`config.mk`:
```
export PLATFORM = sky130hd
export DESIGN_NAME = running_statistics_accumulator_unit
export DESIGN_NICKNAME = d
export VERILOG_FILES = /design/src/hw/rtl/rsa_pkg.sv /design/src/hw/rtl/rsa_front.sv /design/src/hw/rtl/rsa_queue.sv /design/src/hw/rtl/rsa_back.sv /design/src/hw/rtl/running_statistics_accumulator_unit.sv
export SDC_FILE = /design/constraint.sdc
export NUM_CORES = 1
export LEC_CHECK = 0
export ABC_AREA = 1
export ABC_CLOCK_PERIOD_IN_PS = 20300
export BUFFER_PORTS_ARGS = -buffer_cell sky130_fd_sc_hd__buf_4
export CORE_UTILIZATION = 58
export DETAILED_ROUTE_END_ITERATION = 10
export HOLD_SLACK_MARGIN = 0.1
export PLACE_DENSITY = 0.77
export SLEW_MARGIN = 10
export SYNTH_ARGS = -nofsm -noshare
export SYNTH_HDL_FRONTEND = slang
export SYNTH_SLANG_ARGS = --single-unit
```
`constraint.sdc`:
```
create_clock -name i_clk -period 20.3 [get_ports i_clk]
set_input_delay 4.06 -clock i_clk [delete_from_list [all_inputs] [get_ports i_clk]]
set_output_delay 4.06 -clock i_clk [all_outputs]
set_load 0.05 [all_outputs]
```
`src/hw/rtl/rsa_pkg.sv`:
```
// Shared types and constants of the running statistics accumulator.
package rsa_pkg;

    localparam int AMT_W         = 24;
    localparam int SUM_W         = 40;
    localparam int OUT_CNT_W     = 17;
    localparam int RSA_MAX_ITEMS = 65536;
    localparam int QUEUE_DEPTH   = 4;
    localparam int RES_W         = SUM_W + 3 * AMT_W + 2 * OUT_CNT_W;
    localparam int TDATA_OUT_W   = ((RES_W + 7) / 8) * 8;
    localparam int TDATA_IN_W    = ((AMT_W + 7) / 8) * 8;

    localparam logic [AMT_W-1:0] THRESH_RESET = AMT_W'(600000);
    localparam logic [AMT_W-1:0] AMT_ALL_ONES = '1;
    localparam logic [SUM_W-1:0] SUM_ALL_ONES = '1;

    // classified item passed from front to back
    typedef struct packed {
        logic [AMT_W-1:0] amount;
        logic             last;
        logic             above;
    } t_rsa_item;

    // one result of a run
    typedef struct packed {
        logic                 overflow;
        logic [OUT_CNT_W-1:0] item_count;
        logic [OUT_CNT_W-1:0] above_count;
        logic [AMT_W-1:0]     min_cents;
        logic [AMT_W-1:0]     max_cents;
        logic [AMT_W-1:0]     mean_cents;
        logic [SUM_W-1:0]     total_cents;
    } t_rsa_result;

endpackage

```
`src/hw/rtl/rsa_front.sv`:
```
// Front end: threshold register, input handshake and item classification.
module rsa_front
    import rsa_pkg::*;
(
    input  logic             i_clk,
    input  logic             i_rst_n,
    input  logic             i_cfg_valid,
    output logic             o_cfg_ready,
    input  logic [AMT_W-1:0] i_cfg_data,
    input  logic             i_valid,
    output logic             o_ready,
    input  logic [AMT_W-1:0] i_amount,
    input  logic             i_last,
    input  logic             i_q_full,
    output logic             o_push,
    output t_rsa_item        o_item
);

    logic [AMT_W-1:0] r_threshold;

    always_ff @(posedge i_clk) begin
        if (!i_rst_n) begin
            r_threshold <= THRESH_RESET;
        end else if (i_cfg_valid) begin
            r_threshold <= i_cfg_data;
        end
    end

    assign o_cfg_ready = 1'b1;
    assign o_ready     = !i_q_full;
    assign o_push      = i_valid && !i_q_full;

    always_comb begin
        o_item.amount = i_amount;
        o_item.last   = i_last;
        o_item.above  = (i_amount > r_threshold);
    end

endmodule

```
`src/hw/rtl/rsa_queue.sv`:
```
// Short item queue between front and back.
module rsa_queue
    import rsa_pkg::*;
(
    input  logic      i_clk,
    input  logic      i_rst_n,
    input  logic      i_push,
    input  t_rsa_item i_item,
    output logic      o_full,
    input  logic      i_pop,
    output logic      o_valid,
    output t_rsa_item o_head
);

    localparam int PTR_W = (QUEUE_DEPTH > 1) ? $clog2(QUEUE_DEPTH) : 1;
    localparam int FILL_W = $clog2(QUEUE_DEPTH + 1);

    t_rsa_item          r_mem [QUEUE_DEPTH];
    logic [PTR_W-1:0]   r_wr_ptr;
    logic [PTR_W-1:0]   r_rd_ptr;
    logic [FILL_W-1:0]  r_fill;
    logic               do_push;
    logic               do_pop;

    assign o_full  = (r_fill == FILL_W'(QUEUE_DEPTH));
    assign o_valid = (r_fill != '0);
    assign o_head  = r_mem[r_rd_ptr];
    assign do_push = i_push && !o_full;
    assign do_pop  = i_pop && o_valid;

    always_ff @(posedge i_clk) begin
        if (do_push) begin
            r_mem[r_wr_ptr] <= i_item;
        end
    end

    always_ff @(posedge i_clk) begin
        if (!i_rst_n) begin
            r_wr_ptr <= '0;
            r_rd_ptr <= '0;
            r_fill   <= '0;
        end else begin
            if (do_push) begin
                r_wr_ptr <= (r_wr_ptr == PTR_W'(QUEUE_DEPTH - 1)) ? '0 : r_wr_ptr + 1'b1;
            end
            if (do_pop) begin
                r_rd_ptr <= (r_rd_ptr == PTR_W'(QUEUE_DEPTH - 1)) ? '0 : r_rd_ptr + 1'b1;
            end
            case ({do_push, do_pop})
                2'b10:   r_fill <= r_fill + 1'b1;
                2'b01:   r_fill <= r_fill - 1'b1;
                default: r_fill <= r_fill;
            endcase
        end
    end

endmodule

```
`src/hw/rtl/rsa_back.sv`:
```
// Back end: running statistics, mean divider and result register.
module rsa_back
    import rsa_pkg::*;
#(
    parameter int MAX_ITEMS = RSA_MAX_ITEMS
) (
    input  logic        i_clk,
    input  logic        i_rst_n,
    input  logic        i_q_valid,
    input  t_rsa_item   i_head,
    output logic        o_pop,
    output logic        o_out_valid,
    input  logic        i_out_ready,
    output t_rsa_result o_out
);

    localparam int CNT_W  = $clog2(MAX_ITEMS + 1);
    localparam int STEP_W = $clog2(SUM_W + 1);

    typedef enum logic [1:0] {
        DIV_IDLE,
        DIV_RUN,
        DIV_HOLD
    } t_div_state;

    t_div_state        r_state;
    logic [SUM_W-1:0]  r_sum, n_sum;
    logic [AMT_W-1:0]  r_min, n_min;
    logic [AMT_W-1:0]  r_max, n_max;
    logic [CNT_W-1:0]  r_cnt, n_cnt;
    logic [CNT_W-1:0]  r_above, n_above;
    logic              r_ovf, n_ovf;

    logic [SUM_W-1:0]  r_quo;
    logic [CNT_W-1:0]  r_rem;
    logic [CNT_W-1:0]  r_divisor;
    logic [STEP_W-1:0] r_step;
    t_rsa_result       r_snap;
    logic              r_out_valid;
    t_rsa_result       r_out;

    logic              hit_bound;
    logic [SUM_W:0]    sum_wide;
    logic [CNT_W:0]    rem_sh;
    logic [CNT_W:0]    rem_diff;
    logic              rem_ge;
    logic              slot_free;
    logic [AMT_W-1:0]  mean_sat;
    t_rsa_result       out_next;

    assign o_pop = i_q_valid && (!i_head.last || r_state == DIV_IDLE);

    // one item's contribution
    always_comb begin
        hit_bound = (r_cnt == CNT_W'(MAX_ITEMS));
        sum_wide  = {1'b0, r_sum} + (SUM_W + 1)'(i_head.amount);
        if (hit_bound) begin
            n_sum   = r_sum;
            n_min   = r_min;
            n_max   = r_max;
            n_cnt   = r_cnt;
            n_above = r_above;
        end else begin
            n_sum   = sum_wide[SUM_W] ? SUM_ALL_ONES : sum_wide[SUM_W-1:0];
            n_min   = (i_head.amount < r_min) ? i_head.amount : r_min;
            n_max   = (i_head.amount > r_max) ? i_head.amount : r_max;
            n_cnt   = r_cnt + 1'b1;
            n_above = r_above + CNT_W'(i_head.above);
        end
        n_ovf = r_ovf | hit_bound;
    end

    // restoring divider, one quotient bit per cycle
    always_comb begin
        rem_sh   = {r_rem, r_quo[SUM_W-1]};
        rem_diff = rem_sh - {1'b0, r_divisor};
        rem_ge   = (rem_sh >= {1'b0, r_divisor});
        mean_sat = (r_quo[SUM_W-1:AMT_W] != '0) ? AMT_ALL_ONES : r_quo[AMT_W-1:0];
        out_next            = r_snap;
        out_next.mean_cents = mean_sat;
    end

    assign slot_free = !r_out_valid || i_out_ready;

    always_ff @(posedge i_clk) begin
        if (!i_rst_n) begin
            r_state     <= DIV_IDLE;
            r_sum       <= '0;
            r_min       <= AMT_ALL_ONES;
            r_max       <= '0;
            r_cnt       <= '0;
            r_above     <= '0;
            r_ovf       <= 1'b0;
            r_step      <= '0;
            r_out_valid <= 1'b0;
        end else begin
            if (o_pop) begin
                if (i_head.last) begin
                    r_sum   <= '0;
                    r_min   <= AMT_ALL_ONES;
                    r_max   <= '0;
                    r_cnt   <= '0;
                    r_above <= '0;
                    r_ovf   <= 1'b0;
                end else begin
                    r_sum   <= n_sum;
                    r_min   <= n_min;
                    r_max   <= n_max;
                    r_cnt   <= n_cnt;
                    r_above <= n_above;
                    r_ovf   <= n_ovf;
                end
            end

            // a reload in DIV_HOLD takes precedence over the drain
            if (r_out_valid && i_out_ready && r_state != DIV_HOLD) begin
                r_out_valid <= 1'b0;
            end

            case (r_state)
                DIV_IDLE: begin
                    if (o_pop && i_head.last) begin
                        r_quo                  <= n_sum;
                        r_rem                  <= '0;
                        r_divisor              <= n_cnt;
                        r_step                 <= '0;
                        r_snap.total_cents     <= n_sum;
                        r_snap.mean_cents      <= '0;
                        r_snap.max_cents       <= n_max;
                        r_snap.min_cents       <= n_min;
                        r_snap.above_count     <= OUT_CNT_W'(n_above);
                        r_snap.item_count      <= OUT_CNT_W'(n_cnt);
                        r_snap.overflow        <= n_ovf;
                        r_state                <= DIV_RUN;
                    end
                end
                DIV_RUN: begin
                    r_rem  <= rem_ge ? rem_diff[CNT_W-1:0] : rem_sh[CNT_W-1:0];
                    r_quo  <= {r_quo[SUM_W-2:0], rem_ge};
                    r_step <= r_step + 1'b1;
                    if (r_step == STEP_W'(SUM_W - 1)) begin
                        r_state <= DIV_HOLD;
                    end
                end
                DIV_HOLD: begin
                    if (slot_free) begin
                        r_out       <= out_next;
                        r_out_valid <= 1'b1;
                        r_state     <= DIV_IDLE;
                    end
                end
                default: begin
                    r_state <= DIV_IDLE;
                end
            endcase
        end
    end

    assign o_out_valid = r_out_valid;
    assign o_out       = r_out;

endmodule

```
`src/hw/rtl/running_statistics_accumulator_unit.sv`:
```
// Top level of the running statistics accumulator.
//
//  channel  | direction | handshake                  | payload
//  ---------+-----------+----------------------------+------------------------------------
//  s_axis   | in        | s_axis_tvalid/tready       | tdata: amount_cents; tlast: last
//  m_axis   | out       | m_axis_tvalid/tready       | tdata: run statistics; tuser: overflow
//  cfg      | in        | i_cfg_valid / o_cfg_ready  | i_cfg_data: threshold_cents
//
// Amounts are taken one per cycle while the four-item queue has room; the
// back end retires one queued item per cycle unless a final item is held.
// A final item passes through the queue; a restoring divider then works out
// the mean, one quotient bit per cycle, and the result is loaded into the
// output register once that register is free. A further final item waits
// at the queue head until that result is loaded into the output register;
// non-final items ahead of it carry on accumulating. The result sits in an
// output register, so a stalled sink only holds back the divider once that
// register is full. Reset is synchronous, active low; the threshold returns
// to 600000.
module running_statistics_accumulator_unit
    import rsa_pkg::*;
#(
    parameter int MAX_ITEMS = RSA_MAX_ITEMS
) (
    input  logic                   i_clk,
    input  logic                   i_rst_n,
    input  logic                   s_axis_tvalid,
    output logic                   s_axis_tready,
    input  logic [TDATA_IN_W-1:0]  s_axis_tdata,   // [23:0] amount_cents
    input  logic                   s_axis_tlast,
    output logic                   m_axis_tvalid,
    input  logic                   m_axis_tready,
    // [39:0] total_cents, [63:40] mean_cents, [87:64] max_cents,
    // [111:88] min_cents, [128:112] above_count, [145:129] item_count
    output logic [TDATA_OUT_W-1:0] m_axis_tdata,
    output logic [0:0]             m_axis_tuser,   // [0] overflow
    input  logic                   i_cfg_valid,
    output logic                   o_cfg_ready,
    input  logic [AMT_W-1:0]       i_cfg_data
);

    localparam int PAD_W = TDATA_OUT_W - RES_W;

    logic        q_full;
    logic        q_valid;
    logic        push;
    logic        pop;
    t_rsa_item   front_item;
    t_rsa_item   head_item;
    t_rsa_result result;

    // classify against the threshold on the way in
    rsa_front u_front (
        .i_clk       (i_clk),
        .i_rst_n     (i_rst_n),
        .i_cfg_valid (i_cfg_valid),
        .o_cfg_ready (o_cfg_ready),
        .i_cfg_data  (i_cfg_data),
        .i_valid     (s_axis_tvalid),
        .o_ready     (s_axis_tready),
        .i_amount    (s_axis_tdata[AMT_W-1:0]),
        .i_last      (s_axis_tlast),
        .i_q_full    (q_full),
        .o_push      (push),
        .o_item      (front_item)
    );

    // decouples the front from divider stalls
    rsa_queue u_queue (
        .i_clk   (i_clk),
        .i_rst_n (i_rst_n),
        .i_push  (push),
        .i_item  (front_item),
        .o_full  (q_full),
        .i_pop   (pop),
        .o_valid (q_valid),
        .o_head  (head_item)
    );

    rsa_back #(
        .MAX_ITEMS (MAX_ITEMS)
    ) u_back (
        .i_clk       (i_clk),
        .i_rst_n     (i_rst_n),
        .i_q_valid   (q_valid),
        .i_head      (head_item),
        .o_pop       (pop),
        .o_out_valid (m_axis_tvalid),
        .i_out_ready (m_axis_tready),
        .o_out       (result)
    );

    // pack fields lowest first, pad to whole bytes
    assign m_axis_tdata = {PAD_W'(0), result.item_count, result.above_count,
                           result.min_cents, result.max_cents, result.mean_cents,
                           result.total_cents};
    assign m_axis_tuser = result.overflow;

endmodule

```
-- Yosys cells after proc, flatten, opt, wreduce, memory -nomap -nowiden
Memory sizes are Yosys's and may differ from the RTL's. A register that Yosys moved wholly into a read port is not among the register bits.
Index checks and enable logic that the tools add are counted.
- add/subtract/negate cells: 9
- magnitude comparators: 4
- equality and inequality tests: 13
- muxes and demuxes: 35
- bitwise operators: 1
- reduce and logical (&&, ||, !) cells: 22
- operators with widths (operator ; number):
    40-bit two-way mux ; 4
    24-bit two-way mux ; 6
    17-bit two-way mux ; 6
    40-bit one-hot mux with 2 select lines ; 1
    24-bit greater-than comparator ; 2
    40-bit by 24-bit adder with 41-bit output ; 1
    17-bit one-hot mux with 2 select lines ; 1
    24-bit less-than comparator ; 1
    18-bit by 17-bit greater-or-equal comparator with 1-bit output ; 1
    17-bit by 1-bit adder with 17-bit output ; 1
    17-bit by 1-bit adder with 17-bit output (second input constant) ; 1
    17-bit equality test (second input constant) ; 1
    17-bit subtractor ; 1
    16-bit nonzero test ; 1
    2-bit two-way mux ; 7
    6-bit one-hot mux with 2 select lines ; 1
    3-bit AND reduction ; 4
    2-bit equality test (second input constant) ; 4
    1-bit logical AND ; 7
    6-bit by 1-bit adder with 6-bit output (second input constant) ; 1
    6-bit equality test (second input constant) ; 1
    1-bit two-way mux ; 6
    6-bit two-way mux ; 1
    2-bit one-hot mux with 3 select lines ; 1
    other kinds (15) ; 23
- flip-flop bits (word level): 490
- RAM bits: 104
- input bits: 54
- output and inout port bits: 156
- logic and storage cells: 113
- memories kept: 1
- memory list (memory ; words ; bits a word ; rd ports ; clocked after Yosys merged registers in ; wr ports ; line ; text):
    u_queue.r_mem ; 4 ; 26 ; 1 ; 1 ; 1 ; rsa_queue.sv:18 ; t_rsa_item r_mem [QUEUE_DEPTH];

-- Longest topological paths before layout
Gate-level depths: netlist (run 1).
- depth after elaboration: 6
- mapped depth: 22
- gate-level depth less buffers: 20

-- Modules after synthesis
A second synthesis (run 1) with hierarchy kept.
- cell total of the unflattened synthesis: 3035
- area total of the unflattened synthesis: 28692.5 µm²
- modules (own cells, without submodules) (module ; times used ; cells each ; area an instance (µm²) ; seq. area each (µm²)):
    rsa_back ; 1 ; 2485 ; 22641.7 ; 12462.0
    rsa_queue ; 1 ; 321 ; 4369.2 ; 3303.2
    rsa_front ; 1 ; 222 ; 1632.8 ; 480.5
    running_statistics_accumulator_unit ; 1 ; 7 ; 48.8 ; 0.0

-- Least setup slack after synthesis (run 1)
Ideal clock, no wire load.
- kind: in2reg
- start point: input i_rst_n
- end point: register u_back.r_out, in the netlist u_back.o_out[0] (enable)
- library setup time: 0.833 ns
- arrival time: 14.259 ns
- required time: 19.467 ns
- setup slack: 5.208 ns
- stages: 3
- buffers on the path: 1
- path through: inv_2 -> clkbuf_1 -> nor3_1
- word-level cells in the longest chain between the ends: 1
- ends and longest elaborated chain (element ; line ; text):
    start, declared ; running_statistics_accumulator_unit.sv:25 ; input logic i_rst_n,
    3-bit AND reduction (no line) ; - ;
    end signal, assigned ; rsa_back.sv:147 ; r_out <= out_next;
    end, declared ; rsa_back.sv:40 ; t_rsa_result r_out;
Every way passes these cells.
A chain may end at the register's enable or synchronous reset.

-- Final worst setup path (run 1)
- start point: input i_rst_n
- end point: register u_back.r_out, in the netlist u_back.o_out[132] (enable)
Same word-level chain as after synthesis.

==> metrics.cfg, run 1 <==
[floorplan]
core_area_um2 = 47800
rows = 80
ios = 210
die_w_um = 222
die_h_um = 222
dieArea_um2 = 49500
start_util_pct = 58.9

[critical_path]
crit_start = i_rst_n
worstPathRequired_ps = 20530
worst_setup_path_end_kind = flip-flop
start_kind = input pin
worstPathMaxFanout = 79
cp.arrival_ps = 7140
worstSetupPathType = input pin to flip-flop

[logic_synthesis]
avgSynthCellArea_um2 = 9.57
syn_area_um2 = 28200
synthCells = 2944
ys.flop_type = edfxtp_1
synth-edff-count = 431
synth_warnings = 0
synth.area.top_cells = edfxtp_1 46%, dfxtp_1 12%, nand2_1 10%
seq_area_frac_synth_pct = 57.7
async_flop_share_pct = 0
synthDominantCellAreaShare_pct = 45.9
synth_seq_cells = 596
yosys.area.top_type = edfxtp_1
ys_types = 54

[routing]
vias = 20900
drt_iter0_markers = 1880
firstDrtPassIters = 6
drtAntennaViolNets = 0
vias_per_cell = 5.53
route.detailed.drc = 0
totalWireLength_um = 64600
routedWlPerCell_um = 17.1

[clock_tree]
tritoncts = yes
clock_path_buffers = 3
cts_sinks = 596
cts_max_level = 2
clk_pin_slew_worst_paths_ps = 60
root_buffer = clkbuf_16
post_cts_resized = 0
hold_buffers = 0
clkLatencyLatePin_ps = 620
postCtsSetupBuffers = 0
numCtsBuffers = 58

[place]
globalplace.congestion = 0.930
port_buffers = 202
hpwl_um = 44600
place_inst = 3675

[sta]
tns_ps = 0
fin_hold_ws_ps = 413
grt_setup_unrepaired = false
post-route-period-util_pct = 34.1
clock_skew_ps = 19.3
setup_viol = 0
slew_headroom_pct = 17.5
max_freq_ghz = 0.145
hold_viol = 0
maxSlewViolCount = 0
tightest_slew_ps = 1240
min_period_ps = 6910

[status]
status = complete, no violations

[pwr]
leakage_nw = 13.3
p_per_area_nw_per_um2 = 141
peakVddDrop_v = 0.000103

[final_layout]
syn_to_final_growth_pct = 13.7
n_antenna_cell = 0
num-nets-final = 3300
drive_gt1_share_pct = 12.6
final_cells = 3785
fin_util_pct = 66.9

[job]
max_cap_viol_count = 0

[global_routing]
grt_start_max_net_pins = 99
grt.total_usage_pct = 26.1
grt_overflow = 0
grt_pass1_wl_um = 103000
antenna_found_initial = 0
grt_pass1_vias = 20200

[hold_path]
hold_path_class = flip-flop to flip-flop
hold_start = u_back.out_next[26]

## where the power goes
group          internal, mW  switching, mW  total (mW)
logic                 0.517           1.22        1.73
clock network         0.617          0.461        1.08
registers              1.63         0.0887        1.72
## path summary, 6_finish.rpt
path	end	slack, ps	cells after the start
worst max-delay path	u_back.o_out[132]	13390	5
worst min-delay path	u_back.o_out[26]	410	0
worst max register to register	u_back.out_next[71]	15070	14
worst min register to register	u_back.o_out[26]	410	0
## cells by family after synthesis
logic type,Yosys count,synth area share (%)
fa+ha+maj,126,5.68
buf+inv,479,6.96
other cells,2,0.0267
simple gates,1250,19.3
compound gates,436,8.68
xor+xnor,55,1.71
flops,596,57.7
## metrics by stage
step	cell area [um2]	power, mW	setup WS (ps)
CTS	32000	4.53	13410
global placement	30100	3.39	12880
detailed placement	30100	3.45	12770
floorplan	28200	2.98	5210
global route	32000	4.81	13220
finish	32000	4.53	13390
## layer usage
metal,wire length [um],GRT usage (%)
met1,28300,35.9
met2,30600,42.9
met3,4240,4.07
met4,1500,7.92
met5,0,0
## placed cells by master, fill, tap and decap left out, drive strengths merged, types with 7 or more instances in the layout
| master | count |
|---|---|
| buf | 223 |
| clkinv | 19 |
| o21ai | 115 |
| a21boi | 7 |
| or2 | 26 |
| ha | 123 |
| nor3 | 22 |
| clkinvlp | 8 |
| clkbuf | 75 |
| nand2 | 780 |
| and2 | 49 |
| inv | 371 |
| xnor2 | 26 |
| nor4 | 7 |
| nand4 | 24 |
| dfxtp | 165 |
| nor2 | 123 |
| nand3 | 207 |
| xor2 | 29 |
| a21oi | 265 |
| conb | 7 |
| nand3b | 9 |
| edfxtp | 431 |
| a32oi | 23 |
## cell usage after synthesis, types with 9 or more instances
| library cell | number |
|---|---|
| nand3b_1 | 9 |
| a21oi_2 | 12 |
| or2_2 | 19 |
| a21oi_1 | 253 |
| xnor2_1 | 26 |
| nand2_1 | 772 |
| buf_4 | 15 |
| nand3_1 | 192 |
| buf_2 | 28 |
| and2_1 | 49 |
| xor2_1 | 29 |
| nor2_1 | 120 |
| inv_1 | 360 |
| o21ai_1 | 23 |
| dfxtp_1 | 165 |
| o21ai_0 | 88 |
| edfxtp_1 | 431 |
| nor3_1 | 19 |
| nand4_1 | 24 |
| clkbuf_1 | 53 |
| ha_1 | 123 |
| a32oi_1 | 23 |
| buf_6 | 9 |
| nand3_2 | 15 |
## state kept, by name, indices dropped and copies added, names as in the netlist, 24 cells and up, named ones only
name	count
u_back.o_out	147
u_back.out_next	106
u_back.r_max	24
u_back.r_min	24
u_back.r_quo	40
u_back.r_sum	40
u_front.r_threshold	24
u_queue.r_mem	104
## critical path: stages
cell      delay (ps)
buf_4            240
clkinv_2         840
nor3_2           730
buf_4            380
buf_4            770
## area by class of cell
cell class                 count  area [um2]
clock buffer                  75        1620
clock inverter                35         308
fill                        3694       15800
inverter                     367        1380
multi-input combinational   1874       10000
sequential                   596       16200
tap                          615         769
timing repair buffer         223        1670
(Power assumes the default switching activity.)
==> run 2: changes to the inputs <==
--- a/config.mk
+++ b/config.mk
@@ -6,7 +6,7 @@
 export NUM_CORES = 1
 export LEC_CHECK = 0
 export ABC_AREA = 1
-export ABC_CLOCK_PERIOD_IN_PS = 20300
+export ABC_CLOCK_PERIOD_IN_PS = 6600
 export BUFFER_PORTS_ARGS = -buffer_cell sky130_fd_sc_hd__buf_4
 export CORE_UTILIZATION = 58
 export DETAILED_ROUTE_END_ITERATION = 10
==> constraint.sdc (replaced) <==
create_clock -name i_clk -period 6.6 [get_ports i_clk]
set_input_delay 1.32 -clock i_clk [delete_from_list [all_inputs] [get_ports i_clk]]
set_output_delay 1.32 -clock i_clk [all_outputs]
set_load 0.05 [all_outputs]
==> metrics.cfg, run 2 (synthesis results as in run 1) <==
[job]
max_cap_viol_count = 0

[floorplan]
die_h_um = 222
die_w_um = 222
ios = 210
dieArea_um2 = 49500
rows = 80
core_area_um2 = 47800
start_util_pct = 58.9

[routing]
drt_iter0_markers = 2115
routedWlPerCell_um = 18.0
drtAntennaViolNets = 0
totalWireLength_um = 68300
firstDrtPassIters = 8
route.detailed.drc = 0
vias = 21000
vias_per_cell = 5.54

[global_routing]
grt.total_usage_pct = 27.4
grt_start_max_net_pins = 148
grt_overflow = 0
grt_pass1_wl_um = 107000
antenna_found_initial = 0
grt_pass1_vias = 19800

[clock_tree]
tritoncts = yes
post_cts_resized = 0
clock_path_buffers = 3
numCtsBuffers = 58
clk_pin_slew_worst_paths_ps = 60
hold_buffers = 0
clkLatencyLatePin_ps = 620
cts_sinks = 596
cts_max_level = 2
root_buffer = clkbuf_16
postCtsSetupBuffers = 0

[critical_path]
crit_path_top_delay_cell = a32oi_1
worstRegToRegCells = 16
rrSetupSlack_ps = 2090
path_common_cell = nand2_1
cpPeakStageDelay_ps = 680
crit_family = buffers and inverters
r2r_end = u_back.r_quo[9]
worstPathMaxFanout = 30
path_cells = inv_1 > buf_4 > a21oi_1 > a32oi_1 > ha_1 > nand2_1 > nand3_1 > nand2_1 > nand2_1 > nand2_1 > nand3_2 > a21oi_2 > buf_4 > nand2_1 > nand2_1 > o21ai_1
start_kind = flip-flop
cp.arrival_ps = 4840
worst_setup_path_end_kind = flip-flop
worstPathRequired_ps = 6930
cp_num_buf_inv = 3
worstSetupPathType = flip-flop to flip-flop

[status]
status = complete, no violations

[sta]
tightest_slew_ps = 1120
slew_headroom_pct = 25.3
maxSlewViolCount = 0
post-route-period-util_pct = 68.3
grt_setup_unrepaired = false
max_freq_ghz = 0.222
tns_ps = 0
setup_viol = 0
clock_skew_ps = 20.3
min_period_ps = 4510
hold_viol = 0

[hold_path]
hold_start = u_back.out_next[13]
hold_path_class = flip-flop to flip-flop
hold_end = u_back.o_out[13]
hold_depth = 0

[pwr]
peakVddDrop_v = 0.000274
p_per_area_nw_per_um2 = 440
leakage_nw = 13.3

[final_layout]
layout_commonest_cell = nand2_1
n_fill_cell = 3637
syn_to_final_growth_pct = 14.1
num-nets-final = 3302
final_cell_mix = 772 x nand2_1, 431 x edfxtp_1, 360 x inv_1
drive_gt1_share_pct = 12.7
n_antenna_cell = 0
largest_reg_flops = 147
fin_area_um2 = 32100

[place]
port_buffers = 202
place_area_um2 = 30100
hpwl_um = 47900
globalplace.congestion = 0.942

==> run 2: cell count changes in the layout (fill, tap and decap cells not counted), moves of 2 or more <==
cell and delta:
clkinv_1 +2, clkinv_4 +4, clkbuf_1 -3, nor2_4 +2, clkinv_2 -4, nor2_2 -2, bufinv_16 +3
==> run 2: cell type report <==
cell class	count	area, um2	share of cell area (%)
tap	615	769	2.39
sequential	596	16200	50.5
inverter	367	1380	4.30
multi-input combinational	1874	10000	31.2
clock buffer	71	1590	4.96
clock inverter	39	409	1.27
timing repair buffer	225	1700	5.29
==> run 2: report_power, final <==
part | total, mW | internal, mW | leakage, nW | switching [mW]
Sequential | 5.32 | 5.02 | 5.24 | 0.301
Clock | 3.44 | 2.00 | 0.958 | 1.43
Combinational | 5.38 | 1.62 | 7.13 | 3.77
Total | 14.1 | 8.63 | 13.3 | 5.50
==> run 2: worst max path at each step <==
stage	slack, ps	cells after the start	startpoint	end
after floorplan	1020	3	i_rst_n	u_back.o_out[0]
after global placement	2310	16	flip-flop	u_back.r_quo[9]
after detailed placement	2180	16	flip-flop	u_back.r_quo[9]
after CTS	2150	16	flip-flop	u_back.r_quo[9]
after global routing	1790	18	flip-flop	u_back.r_quo[9]
final	2090	16	flip-flop	u_back.r_quo[9]
==> run 2: stage by stage <==
| step | std cells | setup WS, ps | util [%] | power (mW) | hold WS (ps) |
|---|---|---|---|---|---|
| 2_1_floorplan | 2949 | 1020 | - | 9.15 | 400 |
| 3_3_place_gp | 3677 | 2310 | 63.0 | 10.5 | 401 |
| 3_5_place_dp | 3677 | 2180 | 63.0 | 10.7 | 405 |
| 4_1_cts | 3787 | 2150 | 67.2 | 14.1 | 417 |
| 5_1_grt | 3787 | 1790 | 67.2 | 14.9 | 419 |
| 6_report | 3787 | 2090 | 67.2 | 14.1 | 418 |
==> run 2: per-layer routing <==
| layer | vias to the layer above | GRT usage [%] | part of all wire (%) |
|---|---|---|---|
| met4 | 0 | 7.74 | 2.3 |
| met1 | 9920 | 39.4 | 46 |
| met3 | 107 | 3.08 | 6.7 |
| met2 | 753 | 44.1 | 45 |
| met5 | - | 0 | 0 |
| li1 | 10200 | - | - |
==> run 3: changes to the inputs <==
--- a/config.mk
+++ b/config.mk
@@ -6,7 +6,7 @@
 export NUM_CORES = 1
 export LEC_CHECK = 0
 export ABC_AREA = 1
-export ABC_CLOCK_PERIOD_IN_PS = 6600
+export ABC_CLOCK_PERIOD_IN_PS = 4300
 export BUFFER_PORTS_ARGS = -buffer_cell sky130_fd_sc_hd__buf_4
 export CORE_UTILIZATION = 58
 export DETAILED_ROUTE_END_ITERATION = 10
==> constraint.sdc (replaced) <==
create_clock -name i_clk -period 4.3 [get_ports i_clk]
set_input_delay 0.86 -clock i_clk [delete_from_list [all_inputs] [get_ports i_clk]]
set_output_delay 0.86 -clock i_clk [all_outputs]
set_load 0.05 [all_outputs]
==> metrics.cfg, run 3 (synthesis results as in run 1) <==
[place]
place_area_um2 = 30300
globalplace.congestion = 0.919
port_buffers = 202
post-place-ws_ps = 367
hpwl_um = 45700

[sta]
tns_ps = 0
grt_setup_unrepaired = false
setup_viol = 0
hold_viol = 0
maxSlewViolCount = 0
max_freq_ghz = 0.247
tightest_slew_ps = 1090
slew_headroom_pct = 27.3
post-route-period-util_pct = 94.3
fin_hold_ws_ps = 416
worst_slack_ps = 246
clock_skew_ps = 22.4
min_period_ps = 4050

[routing]
firstDrtPassIters = 7
route.detailed.drc = 0
vias = 21000
drt_iter0_markers = 1793
vias_per_cell = 5.51
totalWireLength_um = 66300
routedWlPerCell_um = 17.4
drtAntennaViolNets = 0

[clock_tree]
cts_max_level = 2
post_cts_resized = 0
root_buffer = clkbuf_16
numCtsBuffers = 58
cts_sinks = 596
clock_path_buffers = 3
postCtsSetupBuffers = 0
tritoncts = yes
clkLatencyLatePin_ps = 610
hold_buffers = 0
clk_pin_slew_worst_paths_ps = 60

[critical_path]
worstSetupPathType = flip-flop to flip-flop
path_common_cell = nand2_1
cp_num_buf_inv = 4
crit_path_top_delay_cell = a32oi_1
cpPeakStageDelay_ps = 720
rrSetupSlack_ps = 250
crit_family = simple AND/OR/NAND/NOR gates
worstPathMaxFanout = 24
cp.arrival_ps = 4370
path_cells = inv_1 > buf_4 > a21oi_1 > a32oi_1 > buf_4 > ha_1 > nand2_1 > inv_1 > a21oi_1 > nand2_1 > nand2_1 > nand2_1 > nand2_1 > nand2_1 > nand3b_1 > nand3_2 > nand2_1 > o21ai_0
start_kind = flip-flop
worstPathRequired_ps = 4610
worst_setup_path_end_kind = flip-flop

[floorplan]
rows = 80
ios = 210
dieArea_um2 = 49500
start_util_pct = 58.9
die_w_um = 222
die_h_um = 222
core_area_um2 = 47800

[global_routing]
antenna_found_initial = 1
grt_pass1_vias = 20200
grt.total_usage_pct = 26.9
grt_overflow = 0
grt_start_max_net_pins = 137
grt_pass1_wl_um = 105000

[pwr]
peakVddDrop_v = 0.000442
p_per_area_nw_per_um2 = 674
leakage_nw = 13.4
p_total_mw = 21.8

[hold_path]
hold_path_class = flip-flop to flip-flop

[final_layout]
drive_gt1_share_pct = 13.0
syn_to_final_growth_pct = 14.6
largest_reg_flops = 147
final_cell_mix = 772 x nand2_1, 431 x edfxtp_1, 359 x inv_1
num-nets-final = 3319
layout_commonest_cell = nand2_1
fin_area_um2 = 32300

[job]
max_cap_viol_count = 0

[status]
status = complete, no violations

==> run 3: cell types whose count changed in the layout (fill, tap and decap cells not counted), moves of 3 or more <==
cell	change
buf_4	+15
bufinv_16	+3
clkbuf_1	+4
clkinv_4	-3
clkinvlp_4	-4
inv_6	-3
==> run 3: metrics by stage <==
step	std cells	util [%]
global route	3803	67.5
detailed placement	3694	63.3
floorplan	2949	-
finish	3804	67.5
CTS	3803	67.5
global placement	3694	63.3
==> run 3: worst register-to-register path, cell delays in order (launching register included) <==
cell and delay, ps:
dfxtp_1 340, inv_1 160, buf_4 300, a21oi_1 90, a32oi_1 720, buf_4 240
ha_1 270, nand2_1 190, inv_1 60, a21oi_1 140, nand2_1 190, nand2_1 170
nand2_1 140, nand2_1 90, nand2_1 170, nand3b_1 160, nand3_2 110, nand2_1 90
o21ai_0 140
==> run 3: area by class of cell <==
class,count,area [um2]
Tap cell,615,769
Clock inverter,36,435
Inverter,367,1390
Timing Repair Buffer,242,1850
Multi-Input combinational cell,1874,10000
Clock buffer,73,1560
Antenna cell,1,2.50
Sequential cell,596,16200
Fill cell,3640,15600
==> run 3: power by group <==
group / leakage, nW / switching [mW] / internal (mW)
Clock: 0.967 / 2.12 / 3.16
Sequential: 5.24 / 0.466 / 7.70
Combinational: 7.22 / 5.73 / 2.59
Total: 13.4 / 8.32 / 13.5
==> run 3: path summary, 6_finish.rpt <==
path,start,end,cells past startpoint
worst min-delay path,u_back.out_next[124],u_back.o_out[124],0
worst max register to register,flip-flop,u_back.r_quo[31],18
worst min register to register,u_back.out_next[124],u_back.o_out[124],0
worst max-delay path,flip-flop,u_back.r_quo[31],18
==> run 3: metal layers <==
layer	wire length (um)	global-route usage (%)
met2	30800	43.3
met5	0	0
met1	29000	37.2
met3	4670	3.95
met4	1840	9.72
